[config.mk]
export PLATFORM = sky130hd
export DESIGN_NAME = text_line_joiner
export DESIGN_NICKNAME = d
export VERILOG_FILES = /design/src/sv/tlj_pkg.sv /design/src/sv/text_line_joiner.sv /design/src/sv/tlj_ctrl.sv /design/src/sv/tlj_dp.sv
export SDC_FILE = /design/constraint.sdc
export NUM_CORES = 1
export LEC_CHECK = 0
export ABC_AREA = 1
export BUFFER_PORTS_ARGS = -buffer_cell sky130_fd_sc_hd__buf_2
export CORE_MARGIN = 1
export CORE_UTILIZATION = 60
export DETAILED_ROUTE_END_ITERATION = 16
export GPL_TIMING_DRIVEN = 1
export PLACE_DENSITY = 0.8
export SLEW_MARGIN = 20
export SYNTH_ARGS = -nofsm -noshare
export SYNTH_HDL_FRONTEND = slang
export SYNTH_SLANG_ARGS = --single-unit
[constraint.sdc]
create_clock -name clk_i -period 10.16 [get_ports clk_i]
set_input_delay 2.54 -clock clk_i [delete_from_list [all_inputs] [get_ports clk_i]]
set_output_delay 2.54 -clock clk_i [all_outputs]
set_load 0.05 [all_outputs]
[src/sv/tlj_pkg.sv]
// tlj_pkg: shared types, character codes and defaults for the text line joiner
// used by tlj_ctrl, tlj_dp and text_line_joiner; depends on nothing
package tlj_pkg;

  // default sizes
  localparam int unsigned RunMaxDefault     = 31;
  localparam int unsigned LengthBitsDefault = 16;

  // fixed register and field widths
  localparam int unsigned CfgIdxW  = 3;
  localparam int unsigned CfgDataW = 16;
  localparam int unsigned SmallW   = 5;
  localparam int unsigned MinLenW  = 16;
  localparam int unsigned EmitW    = 6;   // capped run plus page breaks, up to 62

  // character codes
  localparam logic [7:0] ChLf    = 8'h0A;
  localparam logic [7:0] ChCr    = 8'h0D;
  localparam logic [7:0] ChSp    = 8'h20;
  localparam logic [7:0] ChTab   = 8'h09;
  localparam logic [7:0] ChComma = 8'h2C;
  localparam logic [7:0] ChSemi  = 8'h3B;
  localparam logic [7:0] ChPct   = 8'h25;

  // operation codes
  localparam logic OpText = 1'b0;
  localparam logic OpEnd  = 1'b1;

  // register indexes
  typedef enum logic [CfgIdxW-1:0] {
    CFG_EMPTY_ALLOW = 3'd0,
    CFG_MIN_LEN     = 3'd1,
    CFG_NL_LIMIT    = 3'd2,
    CFG_PAGE_BREAK  = 3'd3,
    CFG_PUNCT_MODE  = 3'd4
  } cfg_idx_e;

  // controller states
  typedef enum logic [2:0] {
    ST_IDLE,
    ST_LF,
    ST_SPACE,
    ST_BYTE,
    ST_END
  } state_e;

  // output byte source
  typedef enum logic [1:0] {
    SEL_LF,
    SEL_SPACE,
    SEL_BYTE
  } out_sel_e;

  // controller to datapath
  typedef struct packed {
    logic     load;
    logic     lf_step;
    out_sel_e sel;
  } cmd_t;

  // datapath to controller
  typedef struct packed {
    logic op_end;
    logic newline;
    logic emit_lf;
    logic emit_space;
    logic lf_last;
  } sts_t;

  // a character after which a broken line is expected to continue
  function automatic logic expects_continuation(input logic [7:0] c);
    logic r;
    r = (c >= 8'h30 && c <= 8'h39) || (c >= 8'h41 && c <= 8'h5A) ||
        (c >= 8'h61 && c <= 8'h7A) || c == ChComma || c == ChSemi || c == ChPct;
    return r;
  endfunction

endpackage

[src/sv/text_line_joiner.sv]
// text_line_joiner: top level, joins lines broken by a fixed-width formatter
// depends on tlj_pkg, tlj_ctrl and tlj_dp
//
// Bytes enter one transaction at a time; LF and CR runs are counted silently and, at
// the next other byte, closed either with one space (or nothing before a space) or
// with a capped number of LFs plus page-break LFs, then the byte is echoed. A newline
// byte gives no result; a plain byte gives only its echo, and a new byte can be taken
// as that echo leaves. A byte that closes a run gives one space or none for a join and
// otherwise the emitted LFs (up to 62) before its echo. An end item gives a single LF.
// The controller sends every result through one output stage, one byte per cycle
// while out_ready_i is high.
module text_line_joiner #(
  parameter int unsigned RUN_MAX     = tlj_pkg::RunMaxDefault,
  parameter int unsigned LENGTH_BITS = tlj_pkg::LengthBitsDefault
) (
  input  logic                          clk_i,
  input  logic                          rst_ni,
  input  logic                          cfg_we_i,
  input  logic [tlj_pkg::CfgIdxW-1:0]   cfg_index_i,
  input  logic [tlj_pkg::CfgDataW-1:0]  cfg_wdata_i,
  input  logic                          in_valid_i,
  output logic                          in_ready_o,
  input  logic                          operation_i,
  input  logic [7:0]                    text_byte_i,
  output logic                          out_valid_o,
  input  logic                          out_ready_i,
  output logic [7:0]                    out_byte_o,
  output logic                          last_of_run_o,
  output logic                          end_of_text_o
);
  import tlj_pkg::*;

  cmd_t cmd;
  sts_t sts;

  // sequencing
  tlj_ctrl u_ctrl (
    .clk_i         (clk_i),
    .rst_ni        (rst_ni),
    .in_valid_i    (in_valid_i),
    .in_ready_o    (in_ready_o),
    .out_valid_o   (out_valid_o),
    .out_ready_i   (out_ready_i),
    .last_of_run_o (last_of_run_o),
    .end_of_text_o (end_of_text_o),
    .sts_i         (sts),
    .cmd_o         (cmd)
  );

  // counters, decision and output byte
  tlj_dp #(
    .RUN_MAX     (RUN_MAX),
    .LENGTH_BITS (LENGTH_BITS)
  ) u_dp (
    .clk_i       (clk_i),
    .rst_ni      (rst_ni),
    .cfg_we_i    (cfg_we_i),
    .cfg_index_i (cfg_index_i),
    .cfg_wdata_i (cfg_wdata_i),
    .operation_i (operation_i),
    .text_byte_i (text_byte_i),
    .out_byte_o  (out_byte_o),
    .cmd_i       (cmd),
    .sts_o       (sts)
  );

`ifndef SYNTHESIS
  // end flag always rides on the closing LF
  a_end_is_last_lf: assert property (@(posedge clk_i) disable iff (!rst_ni)
    (out_valid_o && end_of_text_o) |-> (last_of_run_o && (out_byte_o == ChLf)))
    else $error("end of text not on a final LF");

  // an accepted end item is answered in the next cycle
  a_end_answered: assert property (@(posedge clk_i) disable iff (!rst_ni)
    (in_valid_i && in_ready_o && (operation_i == OpEnd)) |=>
    (out_valid_o && end_of_text_o))
    else $error("end item not answered");

  // a newline byte gives no result
  a_newline_silent: assert property (@(posedge clk_i) disable iff (!rst_ni)
    (in_valid_i && in_ready_o && (operation_i == OpText) &&
     ((text_byte_i == ChLf) || (text_byte_i == ChCr))) |=> !out_valid_o)
    else $error("newline byte produced output");

  // no new input while an inner result is pending
  a_ready_only_at_tail: assert property (@(posedge clk_i) disable iff (!rst_ni)
    (out_valid_o && !last_of_run_o) |-> !in_ready_o)
    else $error("input taken before item finished");
`endif

endmodule

[src/sv/tlj_ctrl.sv]
// tlj_ctrl: sequencing state machine for the text line joiner
// depends on tlj_pkg
module tlj_ctrl (
  input  logic          clk_i,
  input  logic          rst_ni,
  input  logic          in_valid_i,
  output logic          in_ready_o,
  output logic          out_valid_o,
  input  logic          out_ready_i,
  output logic          last_of_run_o,
  output logic          end_of_text_o,
  input  tlj_pkg::sts_t sts_i,
  output tlj_pkg::cmd_t cmd_o
);
  import tlj_pkg::*;

  state_e state_q, state_d;
  logic   accept;

  // input is taken when idle or when the final result of an item leaves
  assign in_ready_o = (state_q == ST_IDLE) ||
                      (((state_q == ST_BYTE) || (state_q == ST_END)) && out_ready_i);
  assign accept = in_valid_i && in_ready_o;

  // next state
  always_comb begin
    state_d = state_q;
    case (state_q)
      ST_IDLE: state_d = ST_IDLE;
      ST_LF: begin
        if (out_ready_i) begin
          state_d = sts_i.lf_last ? ST_BYTE : ST_LF;
        end
      end
      ST_SPACE: begin
        if (out_ready_i) state_d = ST_BYTE;
      end
      ST_BYTE: begin
        if (out_ready_i) state_d = ST_IDLE;
      end
      ST_END: begin
        if (out_ready_i) state_d = ST_IDLE;
      end
      default: state_d = ST_IDLE;
    endcase
    if (accept) begin
      if (sts_i.op_end) begin
        state_d = ST_END;
      end else if (sts_i.newline) begin
        state_d = ST_IDLE;
      end else if (sts_i.emit_lf) begin
        state_d = ST_LF;
      end else if (sts_i.emit_space) begin
        state_d = ST_SPACE;
      end else begin
        state_d = ST_BYTE;
      end
    end
  end

  // outputs and commands
  always_comb begin
    cmd_o.load    = accept;
    cmd_o.lf_step = 1'b0;
    cmd_o.sel     = SEL_BYTE;
    out_valid_o   = 1'b0;
    last_of_run_o = 1'b0;
    end_of_text_o = 1'b0;
    case (state_q)
      ST_IDLE: begin
        out_valid_o = 1'b0;
      end
      ST_LF: begin
        out_valid_o   = 1'b1;
        cmd_o.sel     = SEL_LF;
        cmd_o.lf_step = out_ready_i;
      end
      ST_SPACE: begin
        out_valid_o = 1'b1;
        cmd_o.sel   = SEL_SPACE;
      end
      ST_BYTE: begin
        out_valid_o   = 1'b1;
        last_of_run_o = 1'b1;
      end
      ST_END: begin
        out_valid_o   = 1'b1;
        cmd_o.sel     = SEL_LF;
        last_of_run_o = 1'b1;
        end_of_text_o = 1'b1;
      end
      default: begin
        out_valid_o = 1'b0;
      end
    endcase
  end

  // state register
  always_ff @(posedge clk_i or negedge rst_ni) begin
    if (!rst_ni) begin
      state_q <= ST_IDLE;
    end else begin
      state_q <= state_d;
    end
  end

endmodule

[src/sv/tlj_dp.sv]
// tlj_dp: registers, run counters, join decision and output byte for the line joiner
// depends on tlj_pkg
module tlj_dp #(
  parameter int unsigned RUN_MAX     = tlj_pkg::RunMaxDefault,
  parameter int unsigned LENGTH_BITS = tlj_pkg::LengthBitsDefault
) (
  input  logic                          clk_i,
  input  logic                          rst_ni,
  input  logic                          cfg_we_i,
  input  logic [tlj_pkg::CfgIdxW-1:0]   cfg_index_i,
  input  logic [tlj_pkg::CfgDataW-1:0]  cfg_wdata_i,
  input  logic                          operation_i,
  input  logic [7:0]                    text_byte_i,
  output logic [7:0]                    out_byte_o,
  input  tlj_pkg::cmd_t                 cmd_i,
  output tlj_pkg::sts_t                 sts_o
);
  import tlj_pkg::*;

  localparam int unsigned RunW = $clog2(RUN_MAX + 1);
  localparam int unsigned CmpW = (LENGTH_BITS > MinLenW) ? LENGTH_BITS : MinLenW;
  localparam logic [RunW-1:0] RunSat = RunW'(RUN_MAX);

  // configuration registers
  logic [SmallW-1:0]  empty_allow_q;
  logic [MinLenW-1:0] min_len_q;
  logic [SmallW-1:0]  nl_limit_q;
  logic [SmallW-1:0]  page_break_q;
  logic               punct_mode_q;

  // text state
  logic [RunW-1:0]        lf_run_q, lf_run_d;
  logic [RunW-1:0]        cr_run_q, cr_run_d;
  logic [LENGTH_BITS-1:0] line_len_q, line_len_d;
  logic [7:0]             last_char_q, last_char_d;
  logic [7:0]             byte_q;
  logic [EmitW-1:0]       lf_left_q, lf_left_d;

  logic                   is_lf, is_cr, is_end;
  logic [RunW-1:0]        count;
  logic [EmitW-1:0]       count_x, allow_x, limit_x, capped;
  logic                   join_ok;

  // config writes, unknown indexes ignored
  always_ff @(posedge clk_i or negedge rst_ni) begin
    if (!rst_ni) begin
      empty_allow_q <= '0;
      min_len_q     <= '0;
      nl_limit_q    <= '0;
      page_break_q  <= '0;
      punct_mode_q  <= 1'b0;
    end else if (cfg_we_i) begin
      case (cfg_idx_e'(cfg_index_i))
        CFG_EMPTY_ALLOW: empty_allow_q <= cfg_wdata_i[SmallW-1:0];
        CFG_MIN_LEN:     min_len_q     <= cfg_wdata_i[MinLenW-1:0];
        CFG_NL_LIMIT:    nl_limit_q    <= cfg_wdata_i[SmallW-1:0];
        CFG_PAGE_BREAK:  page_break_q  <= cfg_wdata_i[SmallW-1:0];
        CFG_PUNCT_MODE:  punct_mode_q  <= cfg_wdata_i[0];
        default: ;
      endcase
    end
  end

  // input decode
  assign is_end = (operation_i == OpEnd);
  assign is_lf  = (text_byte_i == ChLf);
  assign is_cr  = (text_byte_i == ChCr);

  // run close decision
  assign count   = (lf_run_q != '0) ? lf_run_q : cr_run_q;
  assign count_x = EmitW'(count);
  assign allow_x = EmitW'(empty_allow_q) + EmitW'(1);
  assign limit_x = EmitW'(nl_limit_q);
  assign join_ok = (count_x <= allow_x) &&
                   (CmpW'(line_len_q) >= CmpW'(min_len_q)) &&
                   (!punct_mode_q || expects_continuation(last_char_q));
  assign capped  = ((nl_limit_q != '0) && (count_x > limit_x)) ? limit_x : count_x;

  assign sts_o.op_end     = is_end;
  assign sts_o.newline    = is_lf || is_cr;
  assign sts_o.emit_lf    = (count != '0) && !join_ok;
  assign sts_o.emit_space = (count != '0) && join_ok && (text_byte_i != ChSp);
  assign sts_o.lf_last    = (lf_left_q == EmitW'(1));

  // state update on an accepted item; LF count-down as each LF is taken
  always_comb begin
    lf_run_d    = lf_run_q;
    cr_run_d    = cr_run_q;
    line_len_d  = line_len_q;
    last_char_d = last_char_q;
    lf_left_d   = lf_left_q;
    if (cmd_i.lf_step) lf_left_d = lf_left_q - EmitW'(1);
    if (cmd_i.load) begin
      if (is_end) begin
        lf_run_d    = '0;
        cr_run_d    = '0;
        line_len_d  = '0;
        last_char_d = '0;
      end else if (is_lf) begin
        if (lf_run_q != RunSat) lf_run_d = lf_run_q + RunW'(1);
      end else if (is_cr) begin
        if (cr_run_q != RunSat) cr_run_d = cr_run_q + RunW'(1);
      end else begin
        if (count != '0) begin
          lf_run_d   = '0;
          cr_run_d   = '0;
          line_len_d = LENGTH_BITS'(1);
          lf_left_d  = capped + EmitW'(page_break_q);
        end else if (line_len_q != '1) begin
          line_len_d = line_len_q + LENGTH_BITS'(1);
        end
        if ((text_byte_i != ChSp) && (text_byte_i != ChTab)) last_char_d = text_byte_i;
      end
    end
  end

  always_ff @(posedge clk_i or negedge rst_ni) begin
    if (!rst_ni) begin
      lf_run_q    <= '0;
      cr_run_q    <= '0;
      line_len_q  <= '0;
      last_char_q <= '0;
      lf_left_q   <= '0;
    end else begin
      lf_run_q    <= lf_run_d;
      cr_run_q    <= cr_run_d;
      line_len_q  <= line_len_d;
      last_char_q <= last_char_d;
      lf_left_q   <= lf_left_d;
    end
  end

  // held byte for echo
  always_ff @(posedge clk_i) begin
    if (cmd_i.load) byte_q <= text_byte_i;
  end

  // output byte mux
  always_comb begin
    case (cmd_i.sel)
      SEL_LF:    out_byte_o = ChLf;
      SEL_SPACE: out_byte_o = ChSp;
      SEL_BYTE:  out_byte_o = byte_q;
      default:   out_byte_o = byte_q;
    endcase
  end

endmodule
======== Yosys cells after proc, flatten, opt, wreduce, memory -nomap -nowiden ========
Index checks and enable logic that the tools add are counted.
storage, ports and cells
  output and inout bits ................... 12
  input bits .............................. 33
  register bits ........................... 83
  word-level logic and storage cells ...... 143
cells by class
  add/sub/neg operators ................... 6
  equality and inequality tests ........... 28
  magnitude comparators ................... 9
  mux-type cells .......................... 42
  reductions and logical operators ........ 46
operators by type and width
  kind                     number
  $mux W16                 5
  $mux W5                  11
  $mux W6                  6
  $mux W8                  4
  $eq A8 B6 Y1 const B     3
  $mux W3                  7
  $add A16 B1 Y16 const B  1
  $eq A8 B4 Y1 const B     2
  $ge A16 B16 Y1           1
  $ge A8 B7 Y1 const B     2
  $le A8 B7 Y1 const B     2
  $ne A16 B16 Y1 const B   1
  $pmux W8 S2              1
  $reduce_and A4 Y1        4
  $reduce_bool A5 Y1       3
  $eq A3 B2 Y1 const B     4
  $logic_and A1 B1 Y1      12
  $add A5 B1 Y5 const B    2
  $ne A5 B5 Y1 const B     2
  $reduce_and A2 Y1        5
  $logic_or A1 B1 Y1       9
  $ne A3 B2 Y1 const B     3
  $pmux W3 S3              1
  $reduce_bool A3 Y1       3
  26 further kinds         37

======== Logic depth before layout (Yosys ltp) ========
Gate-level depths: netlist (run 1).
  depth in word-level cells ............... 16
  gate-level depth with buffers ........... 21
  gate-level depth less buffers ........... 21

======== Modules after synthesis ========
A second synthesis (run 1) with hierarchy kept.
unflattened totals
  cell total of the unflattened synthesis .. 759
  area total of the unflattened synthesis .. 5681.7 sq um
modules (own cells, without submodules)
  module    cells each  area an instance (sq um)  sequential area each (sq um)  times used
  tlj_dp    710         5377.7                    2042.0                        1
  tlj_ctrl  49          304.0                     75.1                          1

======== Worst setup path after synthesis (run 1) ========
No wires, ideal clock.
  path type ............................... input to output
  start ................................... input out_ready_i
  end ..................................... output in_ready_o
  buffers on the path ..................... 0
  data arrival time ....................... 3.074 ns
  slack ................................... 4.546 ns
  data required time ...................... 7.620 ns
  stages on the path ...................... 2
  cells stage by stage .................... inv_1 > o21ai_2
between the ends
  word-level cells in the longest chain between the ends .. 2
RTL lines
  element              line                    RTL
  start, declared      text_line_joiner.sv:26  input logic out_ready_i,
  $logic_and A1 B1 Y1  tlj_ctrl.sv:22          (((state_q == ST_BYTE) || (state_q == ST_END)) && out_ready_i);
  $logic_or A1 B1 Y1   tlj_ctrl.sv:21          assign in_ready_o = (state_q == ST_IDLE) ||
  end, declared        text_line_joiner.sv:22  output logic in_ready_o,
Every way passes these cells.

======== Worst setup path after layout (run 1) ========
Same ends and word-level chain as after synthesis.

==> results.toml, run 1 <==
[setup_path]
startpoint_type = "input port"
cp.arrival_ps = 3140
reg2reg_depth = 20
r2r-start = "u_dp.lf_run_q[0]"
crit_path_start = "out_ready_i"
r2r_slack_ps = 6280
worst_setup_path_end_kind = "primary output"
worstReg2RegEnd = "u_dp.lf_left_q[5]"
cpMostUsedCell = "buf_2"
crit_fanout = 3
worst_path_largest_cell_delay_ps = 280
path_cells = "buf_2 -> inv_1 -> o21ai_2 -> buf_2"
crit_family = "buffers and inverters"
crit_buf_inv = 3
critPathSlowestCell = "buf_2"
setup.worst_path.class = "in2out"
cp.required_ps = 7620

[die]
std_cell_rows = 33
die_area_mm2 = 0.009199
core_area_mm2 = 0.008382
die_x_um = 95.91
start_util_pct = 63.13
ios = 45
die_y_um = 95.91

[cts]
cts_buffer_depth = 2
cts_tree = "built"
cts_num_sinks = 83
numCtsBuffers = 9
clk_latency_ps = 350
cts-resized-gates = 0
clk_pin_slew_ps = 90
cts_max_level = 3
ctsHoldBuffers = 0
post-cts-setup-buffers = 0
cts-root-buf = "clkbuf_8"

[route]
first_pass_iters = 4
via_per_inst = 5.406
initialDrtViolationCount = 192
drt-wirelength-per-cell_um = 12.62
drc = 0
wirelength_mm = 10.50
antenna_left = 0
dr_total_vias = 4498

[synthesis]
yosysSeqAreaShare_pct = 40.01
synth_warnings = 0
synth_seq_cells = 83
netlist_area_mm2 = 0.005291
synth_area_leaders = "dfrtp_1 35%, nand2_1 11%, ha_1 9.7%, inv_1 6.4%, nand3_1 4.8%"
synth_area_per_cell_um2 = 7.804
synth_top_area_share_pct = 35.47
synth_area_leader_cell = "dfrtp_1"
synth_cells = 678
yosys.cell_types.count = 39
syn_nets = 753

[finish]
area_growth_syn_to_layout_pct = 9.198
drive_gt1_share_pct = 11.69
final_net_count = 797
diodes = 0
instances_no_fill = 832

[timing]
fin_crit_sh_pct = 55.88
setup_ws_ps = 4483
worstMarginPinSlew_ps = 992.3
fin_skew_ps = 13.05
hold_violations = 0
timing.fmax_mhz = 176.2
slew_violations = 0
tns_ps = 0
rsz0062_at_grt = "false"
finalSetupViolations = 0
relSlewSlack_pct = 33.66
finalCriticalPeriod_ps = 5677

[place]
dpl.hpwl_mm = 7.921
dp.cells = 816
place_ws_ps = 4483
finalWeightedCongestion = 0.9150
port_buffers = 44

[grt]
track_usage_pct = 25.45
antenna_found_initial = 0
grt_pass1_vias = 4098
overflow = 0
grt_first_pass_wirelength_mm = 18.02
grt_max_degree = 76

[power_and_ir_drop]
power.density_mw_per_mm2 = 203.0
vdd_drop_max_mv = 0.1165
power_mw = 1.173
p_leak_nw = 2.882

[worst_hold_path]
hold_class = "reg2reg"
hold_end = "u_dp.nl_limit_q[1]"
hp-start = "u_dp.nl_limit_q[1]"
min_path_cells = 2

[run]
maxCapViolations = 0

[status]
status = "finished clean"
## per-stage QoR
| step | util, % | hold slack (ps) | cell area [um2] |
|---|---|---|---|
| after global routing | 68.94 | 518.7 | 5778 |
| after CTS | 68.94 | 497.1 | 5778 |
| after global placement | 66.53 | 468.6 | 5577 |
| after detailed placement | 66.53 | 476.6 | 5577 |
| final | 68.94 | 491.2 | 5778 |
| after floorplan | - | 453.0 | 5291 |
## where the power goes
part | switching (mW) | leakage (nW) | internal, mW | total, mW
sequential | 0.0545 | 1.03 | 0.406 | 0.461
clock | 0.129 | 0.0950 | 0.117 | 0.246
combinational | 0.324 | 1.75 | 0.142 | 0.466
## worst reg2reg max path, stage by stage (launching register included)
cell	delay [ps]
dfrtp_1	430
inv_1	90
ha_1	240
nand3_2	130
nor2_1	50
nor2_1	170
inv_1	120
ha_1	300
a21oi_1	120
o21ai_0	90
a21oi_1	130
nor2_1	50
o221ai_1	510
o21ai_0	190
ha_1	370
a21oi_1	170
inv_1	50
a31oi_1	220
o21ai_0	110
a21oi_1	140
o21ai_0	90
## metal layers
layer	track usage (%)	wire length [um]	vias to the layer above
met2	42.98	4931	92
met5	0	0	-
met1	33.59	4993	2083
met4	7.711	159	0
met3	4.344	414	16
li1	-	-	2307
## layout by cell type (no fill, tap or decap), types with 6 or more instances in the layout
| cell | count |
|---|---|
| a21oi_1 | 29 |
| buf_2 | 44 |
| clkbuf_8 | 9 |
| dfrtp_1 | 75 |
| edfxtp_1 | 8 |
| ha_1 | 41 |
| inv_1 | 90 |
| nand2_1 | 159 |
| nand3_1 | 51 |
| nand4_1 | 6 |
| nor2_1 | 52 |
| nor3_1 | 18 |
| nor4_1 | 6 |
| o21ai_0 | 43 |
| o21ai_1 | 24 |
| xnor2_1 | 8 |
| xor2_1 | 18 |
## cell families after synthesis
family                     after synthesis  synth area share [%]
AOI/OAI and AO/OA                      111                 11.52
xor gates and xnor gates                26                 4.304
adders and majority gates               42                 10.07
buffers and inverters                  106                 8.063
DFF                                     83                 40.01
and+or+nand+nor                        310                 26.03
## final cells by class
cell class,instances,area [um2]
clock inverter,6,73.82
inverter,94,352.8
timing repair buffer,45,227.7
fill,696,2604
sequential,83,2117
multi-input combinational,489,2748
clock buffer,10,127.6
tap,105,131.4
## sequential cells by signal, indices dropped and copies added, names as in the netlist, 5 cells and up
name and cells:
u_dp.line_len_q 16, u_dp.min_len_q 16, u_dp.byte_q 8, u_dp.last_char_q 8, u_dp.lf_left_q 6, u_dp.cr_run_q 5, u_dp.empty_allow_q 5, u_dp.lf_run_q 5
u_dp.nl_limit_q 5, u_dp.page_break_q 5
## worst max path at each step
stage                 endpoint  slack [ps]  cells past startpoint
detailed placement  in_ready_o        4480                      4
floorplan           in_ready_o        4550                      2
global route        in_ready_o        4420                      4
finish              in_ready_o        4480                      4
global placement    in_ready_o        4500                      4
CTS                 in_ready_o        4480                      4
## Yosys cell counts (all sizes together)
master,n
nand3,53
o22ai,1
nand2,163
clkbuf,6
ha,41
nor3,21
o21a,2
o21ai,72
nor2,56
a21oi,29
edfxtp,8
inv,94
a31oi,4
xor2,18
or2,3
o221ai,1
xnor2,8
fa,1
buf,6
nand3b,1
nor4,6
o21bai,1
a211oi,1
dfrtp,75
nor3b,1
nand4,6
(Power assumes the default switching activity.)
==> run 2, diff against run 1 <==
Settings changed: ABC_AREA 1 to 0.
Clock period 10.16 ns to 5.5 ns, I/O delays scaled along.
==> run 2 against run 1 <==
Critical path depth is 14 higher; worst hold slack better by 28 ps; critical path type is now reg2reg; highest routed layer unchanged; largest cell class unchanged; sequential share of layout area is 0.78 points higher.
==> results.toml, run 2 <==
[status]
status = "finished clean"

[route]
wirelength_mm = 10.64
drt-wirelength-per-cell_um = 15.09
first_pass_iters = 5
initialDrtViolationCount = 186
dr_total_vias = 4171
antenna_left = 0
drc = 0
via_per_inst = 5.916

[synthesis]
synth_ff_type = "dfrtp_1"
synth_area_per_cell_um2 = 9.324
synth_warnings = 0
synth_top_area_share_pct = 36.53
yosysSeqAreaShare_pct = 41.21
synth_seq_cells = 83
async_flop_share_pct = 90.36
yosys.cell_types.count = 60
synthTopCellsByCount = "75 x dfrtp_1, 55 x nand2_1, 44 x inv_1, 44 x o21ai_0, 41 x ha_1"
synth_area_leaders = "dfrtp_1 37%, ha_1 10%, edfxtp_1 4.7%, o21ai_0 4.3%, nand2_1 4.0%"
syn_nets = 626
netlist_area_mm2 = 0.005137
synth_cells = 551
synth_area_leader_cell = "dfrtp_1"
synth.most_common_cell = "dfrtp_1"
synth_edf_count = 8

[timing]
slew_violations = 0
relSlewSlack_pct = 40.87
fin_skew_ps = 13.48
finalSetupViolations = 0
timing.hold.ws_ps = 519.6
hold_violations = 0
finalCriticalPeriod_ps = 4482
timing.fmax_mhz = 223.1
worstMarginPinSlew_ps = 883.7
rsz0062_at_grt = "false"
tns_ps = 0
fin_crit_sh_pct = 81.49

[grt]
antenna_found_initial = 0
overflow = 0
grt_pass1_vias = 3841
track_usage_pct = 25.89
grt_first_pass_wirelength_mm = 17.86
grt_max_degree = 39

[cts]
cts_buffer_depth = 2
cts-root-buf = "clkbuf_8"
cts_tree = "built"
clk_latency_ps = 350
numCtsBuffers = 9
cts_max_level = 3
clk_pin_slew_ps = 90
cts_num_sinks = 83
cts-resized-gates = 0
ctsHoldBuffers = 0
post-cts-setup-buffers = 0

[die]
core_area_mm2 = 0.008258
start_util_pct = 62.21
die_x_um = 94.54
die_y_um = 94.54
ios = 45
die_area_mm2 = 0.008937
std_cell_rows = 33

[finish]
utilization_pct = 68.52
mostFrequentLayoutCell = "dfrtp_1"
final_net_count = 670
drive_gt1_share_pct = 16.00
diodes = 0
final_cell_mix = "75 x dfrtp_1, 55 x nand2_1, 44 x inv_1, 44 x o21ai_0, 44 x buf_2"
top_regs = "u_dp.line_len_q: 16 flops, u_dp.min_len_q: 16 flops"
instances_no_fill = 705
fillers = 642
area_growth_syn_to_layout_pct = 10.13

[setup_path]
cp.arrival_ps = 4710
cp.required_ps = 5730
crit_fanout = 5
r2r_slack_ps = 1020
setup.worst_path.class = "reg2reg"
worst_setup_path_end_kind = "flip-flop"
startpoint_type = "flip-flop"

[place]
dpl.hpwl_mm = 8.106
dp.cells = 689
finalWeightedCongestion = 0.8926
port_buffers = 44

[worst_hold_path]
hold_class = "reg2reg"

[power_and_ir_drop]
vdd_drop_max_mv = 0.2345
power.density_mw_per_mm2 = 411.8
power_mw = 2.330
p_leak_nw = 2.584

[run]
maxCapViolations = 0
==> run 2: worst paths after layout <==
| kind | start | endpoint | cells past startpoint |
|---|---|---|---|
| setup / recovery | u_dp.lf_run_q[0] | u_dp.lf_left_q[5] | 18 |
| hold / removal | u_dp.page_break_q[4] | u_dp.page_break_q[4] | 1 |
| setup reg to reg | u_dp.lf_run_q[0] | u_dp.lf_left_q[5] | 18 |
| hold reg to reg | u_dp.page_break_q[4] | u_dp.page_break_q[4] | 1 |
| max in group asynchronous | rst_ni | u_dp.lf_run_q[4] | 2 |
| min in group asynchronous | rst_ni | u_dp.page_break_q[4] | 1 |
==> run 2: logic make-up after synthesis <==
logic type	Yosys count	synth area share, %
AO/OA/AOI/OAI	137	16.63
buffers and inverters	57	4.530
AND/OR/NAND/NOR	193	19.68
adder cells (fa/ha/maj)	42	10.38
XOR/XNOR	20	3.410
multiplexers	19	4.165
flip-flops	83	41.21
==> run 2: layout make-up <==
type	instances	area [um2]	area share [%]
clock buffers	10	127.6	2.256
clock inverters	6	87.58	1.548
inverters	44	165.2	2.919
multi-input cells	411	2794	49.38
flip-flops and latches	83	2117	37.42
well taps	105	131.4	2.322
repair buffers	46	235.2	4.157
==> run 2: per-stage QoR <==
step | setup slack [ps] | cell area (um2)
finish | 1018 | 5658
global route | 715.7 | 5658
CTS | 1075 | 5652
detailed placement | 1109 | 5436
global placement | 1371 | 5436
floorplan | 1465 | 5137
==> run 2: worst max-delay path, cell delays in order (launching register included) <==
cell and delay [ps]:
dfrtp_1 410, inv_1 120, ha_1 230, nor4b_4 350, o21ai_0 220, ha_1 330
nor2b_1 150, o21a_1 120, o21ai_0 100, a21oi_1 270, a21boi_0 510, mux2_2 430
ha_1 280, a21o_1 170, a21oi_1 210, nor2b_1 70, o21a_1 170, nor3_1 130
a21oi_1 60
==> run 2: routing by layer <==
| layer | GRT usage (%) | part of all wire [%] | vias up |
|---|---|---|---|
| met5 | 0 | 0 | - |
| met3 | 3.623 | 4.2 | 16 |
| met2 | 41.97 | 47 | 107 |
| li1 | - | - | 2044 |
| met4 | 9.596 | 2.0 | 0 |
| met1 | 35.49 | 47 | 2004 |
==> run 2: power breakdown <==
group / switching, mW / internal (mW)
Sequential: 0.139 / 0.764
Combinational: 0.599 / 0.347
Clock: 0.224 / 0.257
Total: 0.962 / 1.37
